## config.mk

```make
export PLATFORM = sky130hd
export DESIGN_NAME = first_fit_block_allocator
export DESIGN_NICKNAME = d
export VERILOG_FILES = /design/src/ffba_pkg.sv /design/src/first_fit_block_allocator.sv /design/src/ffba_datapath.sv /design/src/ffba_ctrl.sv
export SDC_FILE = /design/constraint.sdc
export NUM_CORES = 2
export LEC_CHECK = 0
export CAP_MARGIN = 20
export CORE_MARGIN = 4
export CORE_UTILIZATION = 50
export DETAILED_ROUTE_END_ITERATION = 8
export DONT_BUFFER_PORTS = 1
export PLACE_DENSITY = 0.69
export SETUP_SLACK_MARGIN = 0.1
export SLEW_MARGIN = 0
export SYNTH_ARGS = -nofsm -noshare
export SYNTH_HDL_FRONTEND = slang
export SYNTH_SLANG_ARGS = --single-unit
export TNS_END_PERCENT = 5
```

## constraint.sdc

```tcl
create_clock -name clk -period 7.9 [get_ports clk]
set_clock_uncertainty 0.2 [all_clocks]
set_input_delay 1.185 -clock clk [delete_from_list [all_inputs] [get_ports clk]]
set_output_delay 1.185 -clock clk [all_outputs]
set_load 0.03 [all_outputs]
```

## src/ffba_pkg.sv

```systemverilog
package ffba_pkg;

  localparam int unsigned BLOCK_BYTES_DEF = 64;
  localparam int unsigned MAX_BLOCKS_DEF  = 64;

  localparam int unsigned POOL_W  = 13;
  localparam int unsigned REQ_W   = 16;
  localparam int unsigned OFF_W   = 12;
  localparam int unsigned BLK_W   = 7;
  localparam int unsigned STAT_W  = 3;
  localparam int unsigned S_DATA_W = 32;
  localparam int unsigned M_DATA_W = 24;
  localparam int unsigned PADDR_W  = 3;

  localparam logic [POOL_W-1:0] POOL_RESET = 13'd4096;

  // register index, taken from paddr[2]
  localparam logic REG_POOL = 1'b0;

  localparam logic OP_ALLOC = 1'b0;
  localparam logic OP_FREE  = 1'b1;

  typedef enum logic [STAT_W-1:0] {
    ST_OK         = 3'd0,
    ST_ZERO       = 3'd1,
    ST_OVER_POOL  = 3'd2,
    ST_OVER_FREE  = 3'd3,
    ST_NO_RUN     = 3'd4,
    ST_TABLE_FULL = 3'd5,
    ST_NOT_FOUND  = 3'd6
  } status_t;

  // controller -> datapath
  typedef struct packed {
    logic    load;
    logic    clr;
    logic    run_step;
    logic    slot_step;
    logic    take_slot;
    logic    fill_step;
    logic    cmp_step;
    logic    rel_entry;
    logic    emit;
    status_t code;
  } cmd_t;

  // datapath -> controller
  typedef struct packed {
    logic size_zero;
    logic over_pool;
    logic over_free;
    logic run_end;
    logic run_found;
    logic slot_end;
    logic slot_free;
    logic hit;
    logic last_entry;
    logic fill_last;
  } sts_t;

endpackage

```

## src/first_fit_block_allocator.sv

```systemverilog
// First-fit block allocator over a pool of BLOCK_BYTES-sized blocks.
// Input channel (s_*): one request per handshake. s_tuser is the opcode
// (allocate or free); s_tdata carries the allocate size and the free offset.
// Output channel (m_*): exactly one result per request, in request order:
// status, region byte offset and region block count (zero on any error).
// Config: APB register pool_bytes at address 0, to be written by the user
// only while idle; the block itself does not enforce this.
// Allocate (N = MAX_BLOCKS, B = blocks of the region): size checks, a bitmap
// scan (one block a cycle, up to N), a table slot scan (one entry a cycle, up
// to N), then the B-block fill. Free: a registered table read then a compare
// per entry searched (up to N entries), then B blocks released in the bitmap.
// Early rejects (zero, over pool, over free) go from the size check to the result.
// The single bitmap/table sequencer sets the rate: one request at a time.
// A finished result sits in the output register; the next request is taken
// while it waits, but that request's result waits until the first one leaves.
// Reset (rst, synchronous) empties the bitmap and table valid bits, clears
// the used-byte count and sets pool_bytes to 4096; no clearing pass needed.
module first_fit_block_allocator #(
  parameter int unsigned BLOCK_BYTES = ffba_pkg::BLOCK_BYTES_DEF,
  parameter int unsigned MAX_BLOCKS  = ffba_pkg::MAX_BLOCKS_DEF
) (
  input  logic                           clk,
  input  logic                           rst,
  // request stream
  input  logic                           s_tvalid,
  output logic                           s_tready,
  input  logic [ffba_pkg::S_DATA_W-1:0]  s_tdata,   // request_bytes[15:0], free_offset[27:16]
  input  logic                           s_tuser,   // opcode: 0 allocate, 1 free
  // result stream
  output logic                           m_tvalid,
  input  logic                           m_tready,
  output logic [ffba_pkg::M_DATA_W-1:0]  m_tdata,   // status[2:0], region_offset[14:3],
                                                    // region_blocks[21:15]
  // config port
  input  logic                           psel,
  input  logic                           penable,
  input  logic                           pwrite,
  input  logic [ffba_pkg::PADDR_W-1:0]   paddr,
  input  logic [31:0]                    pwdata,
  output logic [31:0]                    prdata,
  output logic                           pready
);

  logic [ffba_pkg::POOL_W-1:0] pool_bytes;
  logic                        cfg_wr;
  ffba_pkg::cmd_t              cmd;
  ffba_pkg::sts_t              sts;

  assign pready = 1'b1;
  assign cfg_wr = psel && penable && pwrite && pready;

  // pool size register; paddr[2] selects the register, low bits are byte lanes
  always_ff @(posedge clk) begin
    if (rst) begin
      pool_bytes <= ffba_pkg::POOL_RESET;
    end else if (cfg_wr && (paddr[2] == ffba_pkg::REG_POOL)) begin
      pool_bytes <= pwdata[ffba_pkg::POOL_W-1:0];
    end
  end

  assign prdata = (paddr[2] == ffba_pkg::REG_POOL) ? 32'(pool_bytes) : '0;

  ffba_ctrl u_ctrl (
    .clk      (clk),
    .rst      (rst),
    .s_tvalid (s_tvalid),
    .s_tuser  (s_tuser),
    .s_tready (s_tready),
    .m_tvalid (m_tvalid),
    .m_tready (m_tready),
    .sts      (sts),
    .cmd      (cmd)
  );

  ffba_datapath #(
    .BLOCK_BYTES (BLOCK_BYTES),
    .MAX_BLOCKS  (MAX_BLOCKS)
  ) u_dp (
    .clk        (clk),
    .rst        (rst),
    .pool_bytes (pool_bytes),
    .s_tdata    (s_tdata),
    .s_tuser    (s_tuser),
    .cmd        (cmd),
    .sts        (sts),
    .m_tdata    (m_tdata)
  );

endmodule

```

## src/ffba_datapath.sv

```systemverilog
module ffba_datapath #(
  parameter int unsigned BLOCK_BYTES = ffba_pkg::BLOCK_BYTES_DEF,
  parameter int unsigned MAX_BLOCKS  = ffba_pkg::MAX_BLOCKS_DEF
) (
  input  logic                            clk,
  input  logic                            rst,
  input  logic [ffba_pkg::POOL_W-1:0]     pool_bytes,
  input  logic [ffba_pkg::S_DATA_W-1:0]   s_tdata,
  input  logic                            s_tuser,
  input  ffba_pkg::cmd_t                  cmd,
  output ffba_pkg::sts_t                  sts,
  output logic [ffba_pkg::M_DATA_W-1:0]   m_tdata
);

  localparam int unsigned IW  = (MAX_BLOCKS > 1) ? $clog2(MAX_BLOCKS) : 1;
  localparam int unsigned CW  = $clog2(MAX_BLOCKS + 1);
  localparam int unsigned CAP = MAX_BLOCKS * BLOCK_BYTES;
  localparam int unsigned AW  = $clog2(CAP + 1);
  localparam int unsigned XW  = (AW > 17) ? AW : 17;
  localparam int unsigned OW  = (AW > ffba_pkg::OFF_W) ? AW : ffba_pkg::OFF_W;
  localparam int unsigned BW  = (CW > ffba_pkg::BLK_W) ? CW : ffba_pkg::BLK_W;
  localparam int unsigned PW  = ffba_pkg::POOL_W;
  localparam int unsigned EW  = IW + CW + PW;

  localparam logic [XW-1:0] BB_X  = XW'(BLOCK_BYTES);
  localparam logic [XW-1:0] CAP_X = XW'(CAP);

  logic                          op;
  logic [ffba_pkg::REQ_W-1:0]    req;
  logic [ffba_pkg::OFF_W-1:0]    off;

  logic [CW-1:0] idx;
  logic [CW-1:0] left;
  logic [CW-1:0] blocks;
  logic [CW-1:0] run_cnt;
  logic [AW-1:0] addr;
  logic [AW-1:0] run_bytes;
  logic [AW-1:0] run_addr;
  logic [IW-1:0] run_start;
  logic [PW-1:0] used_bytes;

  logic [MAX_BLOCKS-1:0] block_used;
  logic [MAX_BLOCKS-1:0] entry_valid;

  // allocation table: {start, blocks, bytes}
  logic [EW-1:0] entry_mem [MAX_BLOCKS];
  logic [EW-1:0] rd_q;

  logic [IW-1:0] rd_start;
  logic [CW-1:0] rd_blocks;
  logic [PW-1:0] rd_bytes;

  logic [PW-1:0] eff;
  logic [PW-1:0] avail;
  logic [XW-1:0] run_bytes_nx;
  logic [XW-1:0] prod;
  logic          cur_used;
  logic          at_end;
  logic [OW-1:0] off_w;
  logic [BW-1:0] blk_w;

  logic [ffba_pkg::STAT_W-1:0] res_status;
  logic [ffba_pkg::OFF_W-1:0]  res_off;
  logic [ffba_pkg::BLK_W-1:0]  res_blk;

  assign rd_start  = rd_q[EW-1 -: IW];
  assign rd_blocks = rd_q[CW+PW-1:PW];
  assign rd_bytes  = rd_q[PW-1:0];

  always_comb begin
    eff   = (XW'(pool_bytes) > CAP_X) ? PW'(CAP) : pool_bytes;
    avail = (used_bytes > eff) ? '0 : eff - used_bytes;
    cur_used = block_used[idx[IW-1:0]];
    // block idx lies inside the pool when idx*BLOCK_BYTES < effective pool
    at_end = (idx == CW'(MAX_BLOCKS)) || (XW'(addr) >= XW'(eff));
    run_bytes_nx = ((run_cnt == '0) ? '0 : XW'(run_bytes)) + BB_X;
    prod = XW'(rd_start) * BB_X;
    off_w = OW'(run_addr);
    blk_w = BW'(blocks);

    sts.size_zero  = (req == '0);
    sts.over_pool  = (req > ffba_pkg::REQ_W'(eff));
    sts.over_free  = (req > ffba_pkg::REQ_W'(avail));
    sts.run_end    = at_end;
    sts.run_found  = !cur_used && (run_bytes_nx >= XW'(req));
    sts.slot_end   = at_end;
    sts.slot_free  = !entry_valid[idx[IW-1:0]];
    sts.hit        = entry_valid[idx[IW-1:0]] && (prod == XW'(off));
    sts.last_entry = (idx == CW'(MAX_BLOCKS - 1));
    sts.fill_last  = (left == CW'(1));
  end

  always_ff @(posedge clk) begin
    if (cmd.load) begin
      op  <= s_tuser;
      req <= s_tdata[ffba_pkg::REQ_W-1:0];
      off <= s_tdata[ffba_pkg::REQ_W +: ffba_pkg::OFF_W];
    end

    if (cmd.clr) begin
      idx  <= '0;
      addr <= '0;
    end else if (cmd.take_slot) begin
      idx <= CW'(run_start);
    end else if (cmd.rel_entry) begin
      idx <= CW'(rd_start);
    end else if (cmd.run_step || cmd.slot_step || cmd.fill_step || cmd.cmp_step) begin
      idx  <= idx + CW'(1);
      addr <= addr + AW'(BLOCK_BYTES);
    end

    if (cmd.clr) begin
      run_cnt   <= '0;
      run_bytes <= '0;
    end else if (cmd.run_step) begin
      if (cur_used) begin
        run_cnt <= '0;
      end else begin
        run_cnt   <= run_cnt + CW'(1);
        run_bytes <= AW'(run_bytes_nx);
      end
    end

    // run capture survives the clear issued on the final scan step
    if (cmd.run_step && !cur_used) begin
      if (run_cnt == '0) begin
        run_start <= idx[IW-1:0];
        run_addr  <= addr;
      end
      blocks <= run_cnt + CW'(1);
    end else if (cmd.rel_entry) begin
      run_addr <= AW'(prod);
      blocks   <= rd_blocks;
    end

    if (cmd.take_slot) begin
      left <= blocks;
    end else if (cmd.rel_entry) begin
      left <= rd_blocks;
    end else if (cmd.fill_step) begin
      left <= left - CW'(1);
    end

    if (cmd.take_slot) begin
      entry_mem[idx[IW-1:0]] <= {run_start, blocks, req[PW-1:0]};
    end
    rd_q <= entry_mem[idx[IW-1:0]];

    if (cmd.emit) begin
      res_status <= cmd.code;
      if (cmd.code == ffba_pkg::ST_OK) begin
        res_off <= off_w[ffba_pkg::OFF_W-1:0];
        res_blk <= blk_w[ffba_pkg::BLK_W-1:0];
      end else begin
        res_off <= '0;
        res_blk <= '0;
      end
    end
  end

  always_ff @(posedge clk) begin
    if (rst) begin
      used_bytes  <= '0;
      block_used  <= '0;
      entry_valid <= '0;
    end else begin
      if (cmd.take_slot) begin
        used_bytes <= used_bytes + req[PW-1:0];
        entry_valid[idx[IW-1:0]] <= 1'b1;
      end else if (cmd.rel_entry) begin
        used_bytes <= (used_bytes > rd_bytes) ? used_bytes - rd_bytes : '0;
        entry_valid[idx[IW-1:0]] <= 1'b0;
      end
      if (cmd.fill_step) begin
        block_used[idx[IW-1:0]] <= (op == ffba_pkg::OP_ALLOC);
      end
    end
  end

  assign m_tdata = {2'b00, res_blk, res_off, res_status};

endmodule

```

## src/ffba_ctrl.sv

```systemverilog
module ffba_ctrl (
  input  logic           clk,
  input  logic           rst,
  input  logic           s_tvalid,
  input  logic           s_tuser,
  output logic           s_tready,
  output logic           m_tvalid,
  input  logic           m_tready,
  input  ffba_pkg::sts_t sts,
  output ffba_pkg::cmd_t cmd
);

  typedef enum logic [2:0] {
    S_IDLE,
    S_CHECK,
    S_RUN,
    S_SLOT,
    S_FILL,
    S_FRD,
    S_FCMP,
    S_FIN
  } state_t;

  state_t            state;
  ffba_pkg::status_t code;
  logic              out_free;

  assign out_free = !m_tvalid || m_tready;
  assign s_tready = !rst && (state == S_IDLE);

  always_comb begin
    cmd      = '0;
    cmd.code = code;
    case (state)
      S_IDLE: begin
        if (s_tvalid) begin
          cmd.load = 1'b1;
          cmd.clr  = 1'b1;
        end
      end
      S_RUN: begin
        if (!sts.run_end) begin
          cmd.run_step = 1'b1;
          cmd.clr      = sts.run_found;
        end
      end
      S_SLOT: begin
        if (!sts.slot_end) begin
          cmd.take_slot = sts.slot_free;
          cmd.slot_step = !sts.slot_free;
        end
      end
      S_FILL: cmd.fill_step = 1'b1;
      S_FCMP: begin
        if (sts.hit) begin
          cmd.rel_entry = 1'b1;
        end else if (!sts.last_entry) begin
          cmd.cmp_step = 1'b1;
        end
      end
      S_FIN:  cmd.emit = out_free;
      default: cmd.emit = 1'b0;
    endcase
  end

  always_ff @(posedge clk) begin
    if (rst) begin
      state    <= S_IDLE;
      code     <= ffba_pkg::ST_OK;
      m_tvalid <= 1'b0;
    end else begin
      if (state == S_FIN && out_free) begin
        m_tvalid <= 1'b1;
      end else if (m_tvalid && m_tready) begin
        m_tvalid <= 1'b0;
      end
      case (state)
        S_IDLE: begin
          if (s_tvalid) begin
            state <= (s_tuser == ffba_pkg::OP_FREE) ? S_FRD : S_CHECK;
          end
        end
        S_CHECK: begin
          if (sts.size_zero) begin
            code  <= ffba_pkg::ST_ZERO;
            state <= S_FIN;
          end else if (sts.over_pool) begin
            code  <= ffba_pkg::ST_OVER_POOL;
            state <= S_FIN;
          end else if (sts.over_free) begin
            code  <= ffba_pkg::ST_OVER_FREE;
            state <= S_FIN;
          end else begin
            state <= S_RUN;
          end
        end
        S_RUN: begin
          if (sts.run_end) begin
            code  <= ffba_pkg::ST_NO_RUN;
            state <= S_FIN;
          end else if (sts.run_found) begin
            state <= S_SLOT;
          end
        end
        S_SLOT: begin
          if (sts.slot_end) begin
            code  <= ffba_pkg::ST_TABLE_FULL;
            state <= S_FIN;
          end else if (sts.slot_free) begin
            code  <= ffba_pkg::ST_OK;
            state <= S_FILL;
          end
        end
        S_FILL: begin
          if (sts.fill_last) begin
            state <= S_FIN;
          end
        end
        S_FRD: state <= S_FCMP;
        S_FCMP: begin
          if (sts.hit) begin
            code  <= ffba_pkg::ST_OK;
            state <= S_FILL;
          end else if (sts.last_entry) begin
            code  <= ffba_pkg::ST_NOT_FOUND;
            state <= S_FIN;
          end else begin
            state <= S_FRD;
          end
        end
        S_FIN: begin
          if (out_free) begin
            state <= S_IDLE;
          end
        end
        default: state <= S_IDLE;
      endcase
    end
  end

endmodule

```

* After elaboration in Yosys (flattened, before gate mapping)
Memories as Yosys holds them, arrays and structs flattened. A register that Yosys moved wholly into a read port is not among the register bits.
Cells that the tools add are included.
** Operators by class
- Bitwise logic cells :: 8
- Reduce and logical (&&, ||, !) cells :: 36
- Order comparisons :: 9
- Muxes and demuxes :: 68
- Equal/unequal tests :: 20
- $add $sub $neg :: 8
** Operators with widths (count)
- $mux W64 :: 2
- $mux W13 :: 7
- $and A64 B64 Y64 :: 1
- $bwmux W64 :: 1
- $not A64 Y64 :: 1
- $or A64 B64 Y64 :: 1
- $mux W3 :: 20
- $mux W7 :: 6
- $mux W12 :: 3
- $gt A16 B13 Y1 :: 2
- $gt A13 B13 Y1 :: 2
- $sub A13 B13 Y13 :: 2
- $pmux W3 S8 :: 1
- $mux W6 :: 3
- $add A17 B7 Y17 const B :: 1
- $ge A17 B16 Y1 :: 1
- $logic_not A16 Y1 :: 1
- $add A7 B1 Y7 const B :: 2
- $mux W1 :: 14
- $add A13 B13 Y13 :: 1
- $add A13 B7 Y13 const B :: 1
- $ge A13 B13 Y1 :: 1
- $gt A13 B13 Y1 const B :: 1
- $bmux W1 S6 :: 2
- other kinds (32) :: 72
** Word-level totals
- Register bits after elaboration :: 284
- Memories :: 1
- Logic and storage cells :: 172
- Input port bits :: 75
- RAM bits :: 1664
- Output and inout bits :: 59
** Memory list
- u_dp.entry_mem :: depth 64, width 26, read ports 1, clocked after Yosys merged registers in 1, wr ports 1, RTL line ffba_datapath.sv:46 : logic [EW-1:0] entry_mem [MAX_BLOCKS];

* Depth between registers and ports, before layout
- Depth in word-level cells :: 13
- Gate-level depth with buffers :: 25
- Gate-level depth less buffers :: 25

* By module
Synthesis repeated with hierarchy kept, for this count alone.
** Unflattened totals
- Cell total of the unflattened synthesis :: 5100
- Area, all modules :: 79511.3 um^2
** Modules (own cells, without submodules)
- ffba_datapath :: area an instance 78083.6 um^2, times used 1, seq. area each 56123.8 um^2, cells each 4929
- first_fit_block_allocator :: area an instance 847.1 um^2, times used 1, seq. area each 260.2 um^2, cells each 93
- ffba_ctrl :: area an instance 580.6 um^2, times used 1, seq. area each 140.1 um^2, cells each 78

* Worst setup path before layout
OpenSTA, ideal clock, no wires.
- Kind :: register -> register
- Start :: reg pool_bytes[8] (netlist name)
- End :: mem u_dp.entry_mem[31][0] (netlist name), enable pin
- Required time :: 7.256 ns
- Setup time :: 0.444 ns
- Arrival :: 4.815 ns
- Buffers on the path :: 1
- Stages on the path, launching flop included :: 11
- Path slack :: 2.441 ns
- Period minus slack after synthesis :: 5.459 ns
- Path through :: dfxtp_1 > or4_1 > o41ai_1 > nand2_1 > ha_1 > nor4_1 > a211oi_1 > a2111oi_1 > nand2_1 > clkbuf_1 > nor3_1
** On the way
- Longest elaborated chain between the ends :: 8
** Ends and longest elaborated chain
- from (decl) :: RTL line first_fit_block_allocator.sv:44 : logic [ffba_pkg::POOL_W-1:0] pool_bytes;
- from (signal assigned) :: RTL line first_fit_block_allocator.sv:55 : pool_bytes <= ffba_pkg::POOL_RESET;
- from (signal assigned) :: RTL line first_fit_block_allocator.sv:57 : pool_bytes <= pwdata[ffba_pkg::POOL_W-1:0];
- $gt A13 B13 Y1 :: RTL line ffba_datapath.sv:71 : eff = (XW'(pool_bytes) > CAP_X) ? PW'(CAP) : pool_bytes;
- $mux W13 (*) :: RTL line ffba_datapath.sv:71
- $ge A13 B13 Y1 (*) :: RTL line ffba_datapath.sv:75 : at_end = (idx == CW'(MAX_BLOCKS)) || (XW'(addr) >= XW'(eff));
- $logic_or A1 B1 Y1 (*) :: RTL line ffba_datapath.sv:75
- $mux W2 (*) :: RTL line ffba_ctrl.sv:48 : if (!sts.slot_end) begin
- $mux W2 (*) :: RTL line ffba_ctrl.sv:34 : case (state)
- $mux W1 (*) :: RTL line ffba_datapath.sv:144 : if (cmd.take_slot) begin
- $mux W1 (implied by the code) (*) :: RTL line ffba_datapath.sv:145 : entry_mem[idx[IW-1:0]] <= {run_start, blocks, req[PW-1:0]};
- to (decl) :: RTL line ffba_datapath.sv:46
Mark *: on every way between the ends. The rest lies on a longest branch, timed or not.

* Worst setup path after layout
- Start :: reg pool_bytes[2] (netlist name)
- End :: mem u_dp.entry_mem[46][4] (netlist name), enable pin
The elaborated chain is that of the path after synthesis.

==> metrics.csv <==
metric,value,unit
status,"complete, no violations",
worst slew pin tran,1270,ps
average via count per standard cell,6.651,
total global routing overflow,0,
"Reg clk slew, reported paths",60,ps
Cell Pwr Density,322.5,mW/mm2
Synth Instances,4753,
Place WS,1485,ps
final worst-path cycle share,84.91,%
Post-synth EDFFs,1735,
layout cells sized above 1,10.87,%
Crit path arrival time,6960,ps
via count,46158,
area of the multi-input gates,0.01726,mm2
Std-Cell Rows,142,
first-pass GRT wire length,306.9,mm
Startpoint Class,flop,
IO buf count,0,
post-DP HPWL,117.3,mm
"Clk Latency, worst-skew pair",810,ps
Worst setup EP type,flop,
crit-path max cell delay,950,ps
setup TNS,0,ps
remaining antenna violation count,0,
CP max-delay cell,nor4b_4,
drt drc,0,
Leak,26.51,nW
synthesized flop and latch total,1956,
Starting Density,50.23,%
WP data required,8150,ps
Area Overhead vs Synth,11.63,%
RSZ-0062 raised after global routing,no,
"most common cell after layout, fill and taps aside",edfxtp_1,
largest net degree at the start of global routing,136,
fillcell total,11357,
Reg area,0.05653,mm2
initial antenna violation count,11,
CTS tree,done,
Max VDD drop,0.2859,mV
"Hold-fix buffers, CTS",0,
htree depth,4,
routed len/inst,30.87,um
max cap viols,0,
post-CTS setup buffers,0,
dominant synthesized flop cell,edfxtp_1,
Relative slew margins,14.61,%
Setup CP Type,flop to flop,
vias in the first global route,43802,
IO Pins,134,
1st-iter DRT viols,6942,
most frequent CP cell,nand2_1,
Hold Crit Class,flop to flop,
critical path peak fanout,19,
Max Root-Sink Buffers,3,
die height,395.7,um
Hold Fails Final Rpt,0,
die area,0.1566,mm2
critical-path cell list,nor4_1 > nand2_1 > o41ai_1 > nand2_1 > ha_1 > nor4_1 > a211oi_1 > a2111oi_1 > buf_4 > nor4b_4 > nand2_1 > nor2_2 > buf_4,
Setup-failing EPs final,0,
Pins Over Slew Limit,0,
post_cts resized,0,
clock sink total,1956,
Tot GR Track Use,26.69,%
register area share after synthesis,75.22,%
most frequent cells in the layout,"edfxtp_1 (1735), a22oi_1 (563), dfxtp_1 (219)",
CTS Root Cell,clkbuf_16,
Post-layout nets,4945,
average cell area after synthesis,15.81,um2
Final WS setup,1192,ps
total wire length,214.2,mm
fin crit period,6708,ps
GP Congestion,0.9026,
Synth warnings,0,
synthesized area,0.07515,mm2
maximum achievable frequency,149.1,MHz
core area,0.1496,mm2
die width,395.7,um
CTS Buf Count,186,
DR pass1 iterations,6,
count of different cell masters after synthesis,82,
"FFs w/ async S/R, synth",0,%
==> path summary, 6_finish.rpt <==
check                                 startpoint                               to  slack, ps  cells after the start
hold / removal    u_dp.run_bytes[5]$_SDFFE_PP0P_   u_dp.run_bytes[5]$_SDFFE_PP0P_        250                      1
setup / recovery      pool_bytes[2]$_SDFFE_PP0P_  u_dp.entry_mem[46][4]$_DFFE_PP_       1190                     13
hold reg to reg   u_dp.run_bytes[5]$_SDFFE_PP0P_   u_dp.run_bytes[5]$_SDFFE_PP0P_        250                      1
setup reg to reg      pool_bytes[2]$_SDFFE_PP0P_  u_dp.entry_mem[46][4]$_DFFE_PP_       1190                     13
==> per-layer routing <==
metal,vias up,wire length (um),global-route usage (%)
met1,23188,79830,36.23
li1,19435,-,-
met3,532,26110,7.052
met5,-,98,0
met2,2993,97270,40.55
met4,10,10940,12.39
==> state kept, by name, indices dropped and copies added, names as in the netlist, named ones only <==
register,flops
u_dp.idx,7
u_dp.res_status,3
u_dp.op,1
u_dp.off,12
u_ctrl.code,3
u_dp.off_w,6
u_ctrl.m_tvalid,1
u_dp.left,7
u_dp.block_used,64
pool_bytes,13
u_dp.blk_w,7
u_dp.used_bytes,13
u_dp.addr,7
u_dp.req,16
u_ctrl.state,3
u_dp.run_bytes,13
u_dp.rd_q,26
u_dp.run_start,6
u_dp.entry_mem,1664
u_dp.res_off,6
u_dp.res_blk,7
u_dp.run_cnt,7
==> cells in the mapped netlist, types with 27 or more instances <==
library cell	n	area, um2
clkbuf_1	211	792.0
a221oi_1	147	1287
a22o_1	140	1226
a22oi_1	563	4227
nand4_1	68	425.4
a311oi_1	63	551.8
o21ai_0	58	290.3
buf_4	33	247.7
nand3_1	62	310.3
nor2b_1	27	168.9
nand2_1	144	540.5
nor3_1	33	165.2
a21oi_1	218	1091
nor4_1	35	219.0
o22ai_1	28	175.2
ha_1	94	1176
inv_1	100	375.4
edfxtp_1	1735	52100
xnor2_1	32	280.3
a31oi_1	141	882.1
nor2_1	159	596.8
dfxtp_1	221	4424
o221a_2	28	315.3
and2_1	32	200.2
buf_1	71	266.5
==> stage by stage <==
step	hold WS (ps)	util (%)	std cells	instance area [um2]	total power, mW
global placement	234.2	52.10	6594	77940	18.38
global route	249.8	56.07	6938	83890	27.86
floorplan	202.9	-	4779	75250	15.91
detailed placement	235.1	52.12	6595	77970	18.48
finish	249.7	56.08	6940	83890	27.05
CTS	231.2	56.00	6932	83780	26.92
==> layout make-up <==
class                   count  share of cell area, %
clock inverters            92                 0.9963
repair buffers            147                  1.654
multi-input cells        2379                  20.57
clock buffers             245                  5.923
diodes                      2               0.005966
well taps                2016                  3.007
inverters                 103                 0.4609
flip-flops and latches   1956                  67.38
==> where the power goes <==
group | total (mW) | internal [mW] | switching (mW)
sequential | 12.4 | 12.1 | 0.322
clock | 8.59 | 4.84 | 3.75
combinational | 6.08 | 1.73 | 4.35
==> worst max-delay path: cells and delay by family, from the launching register on <==
kind	cells	cell delay (ps)
and+or+nand+nor	7	3400
DFF	1	330
adders and majority gates	1	290
buffers and inverters	2	670
AOI/OAI and AO/OA	3	1460
==> logic make-up after synthesis <==
family / Yosys count / share of synthesized area (%)
DFF: 1956 / 75.22
other: 2 / 0.009994
adders and majority gates: 97 / 1.645
buffers and inverters: 444 / 2.459
AOI/OAI and AO/OA: 1522 / 14.86
xor gates and xnor gates: 58 / 0.6760
muxes: 53 / 1.032
and+or+nand+nor: 621 / 4.099
No activity file was read; power rests on OpenSTA's default activity.
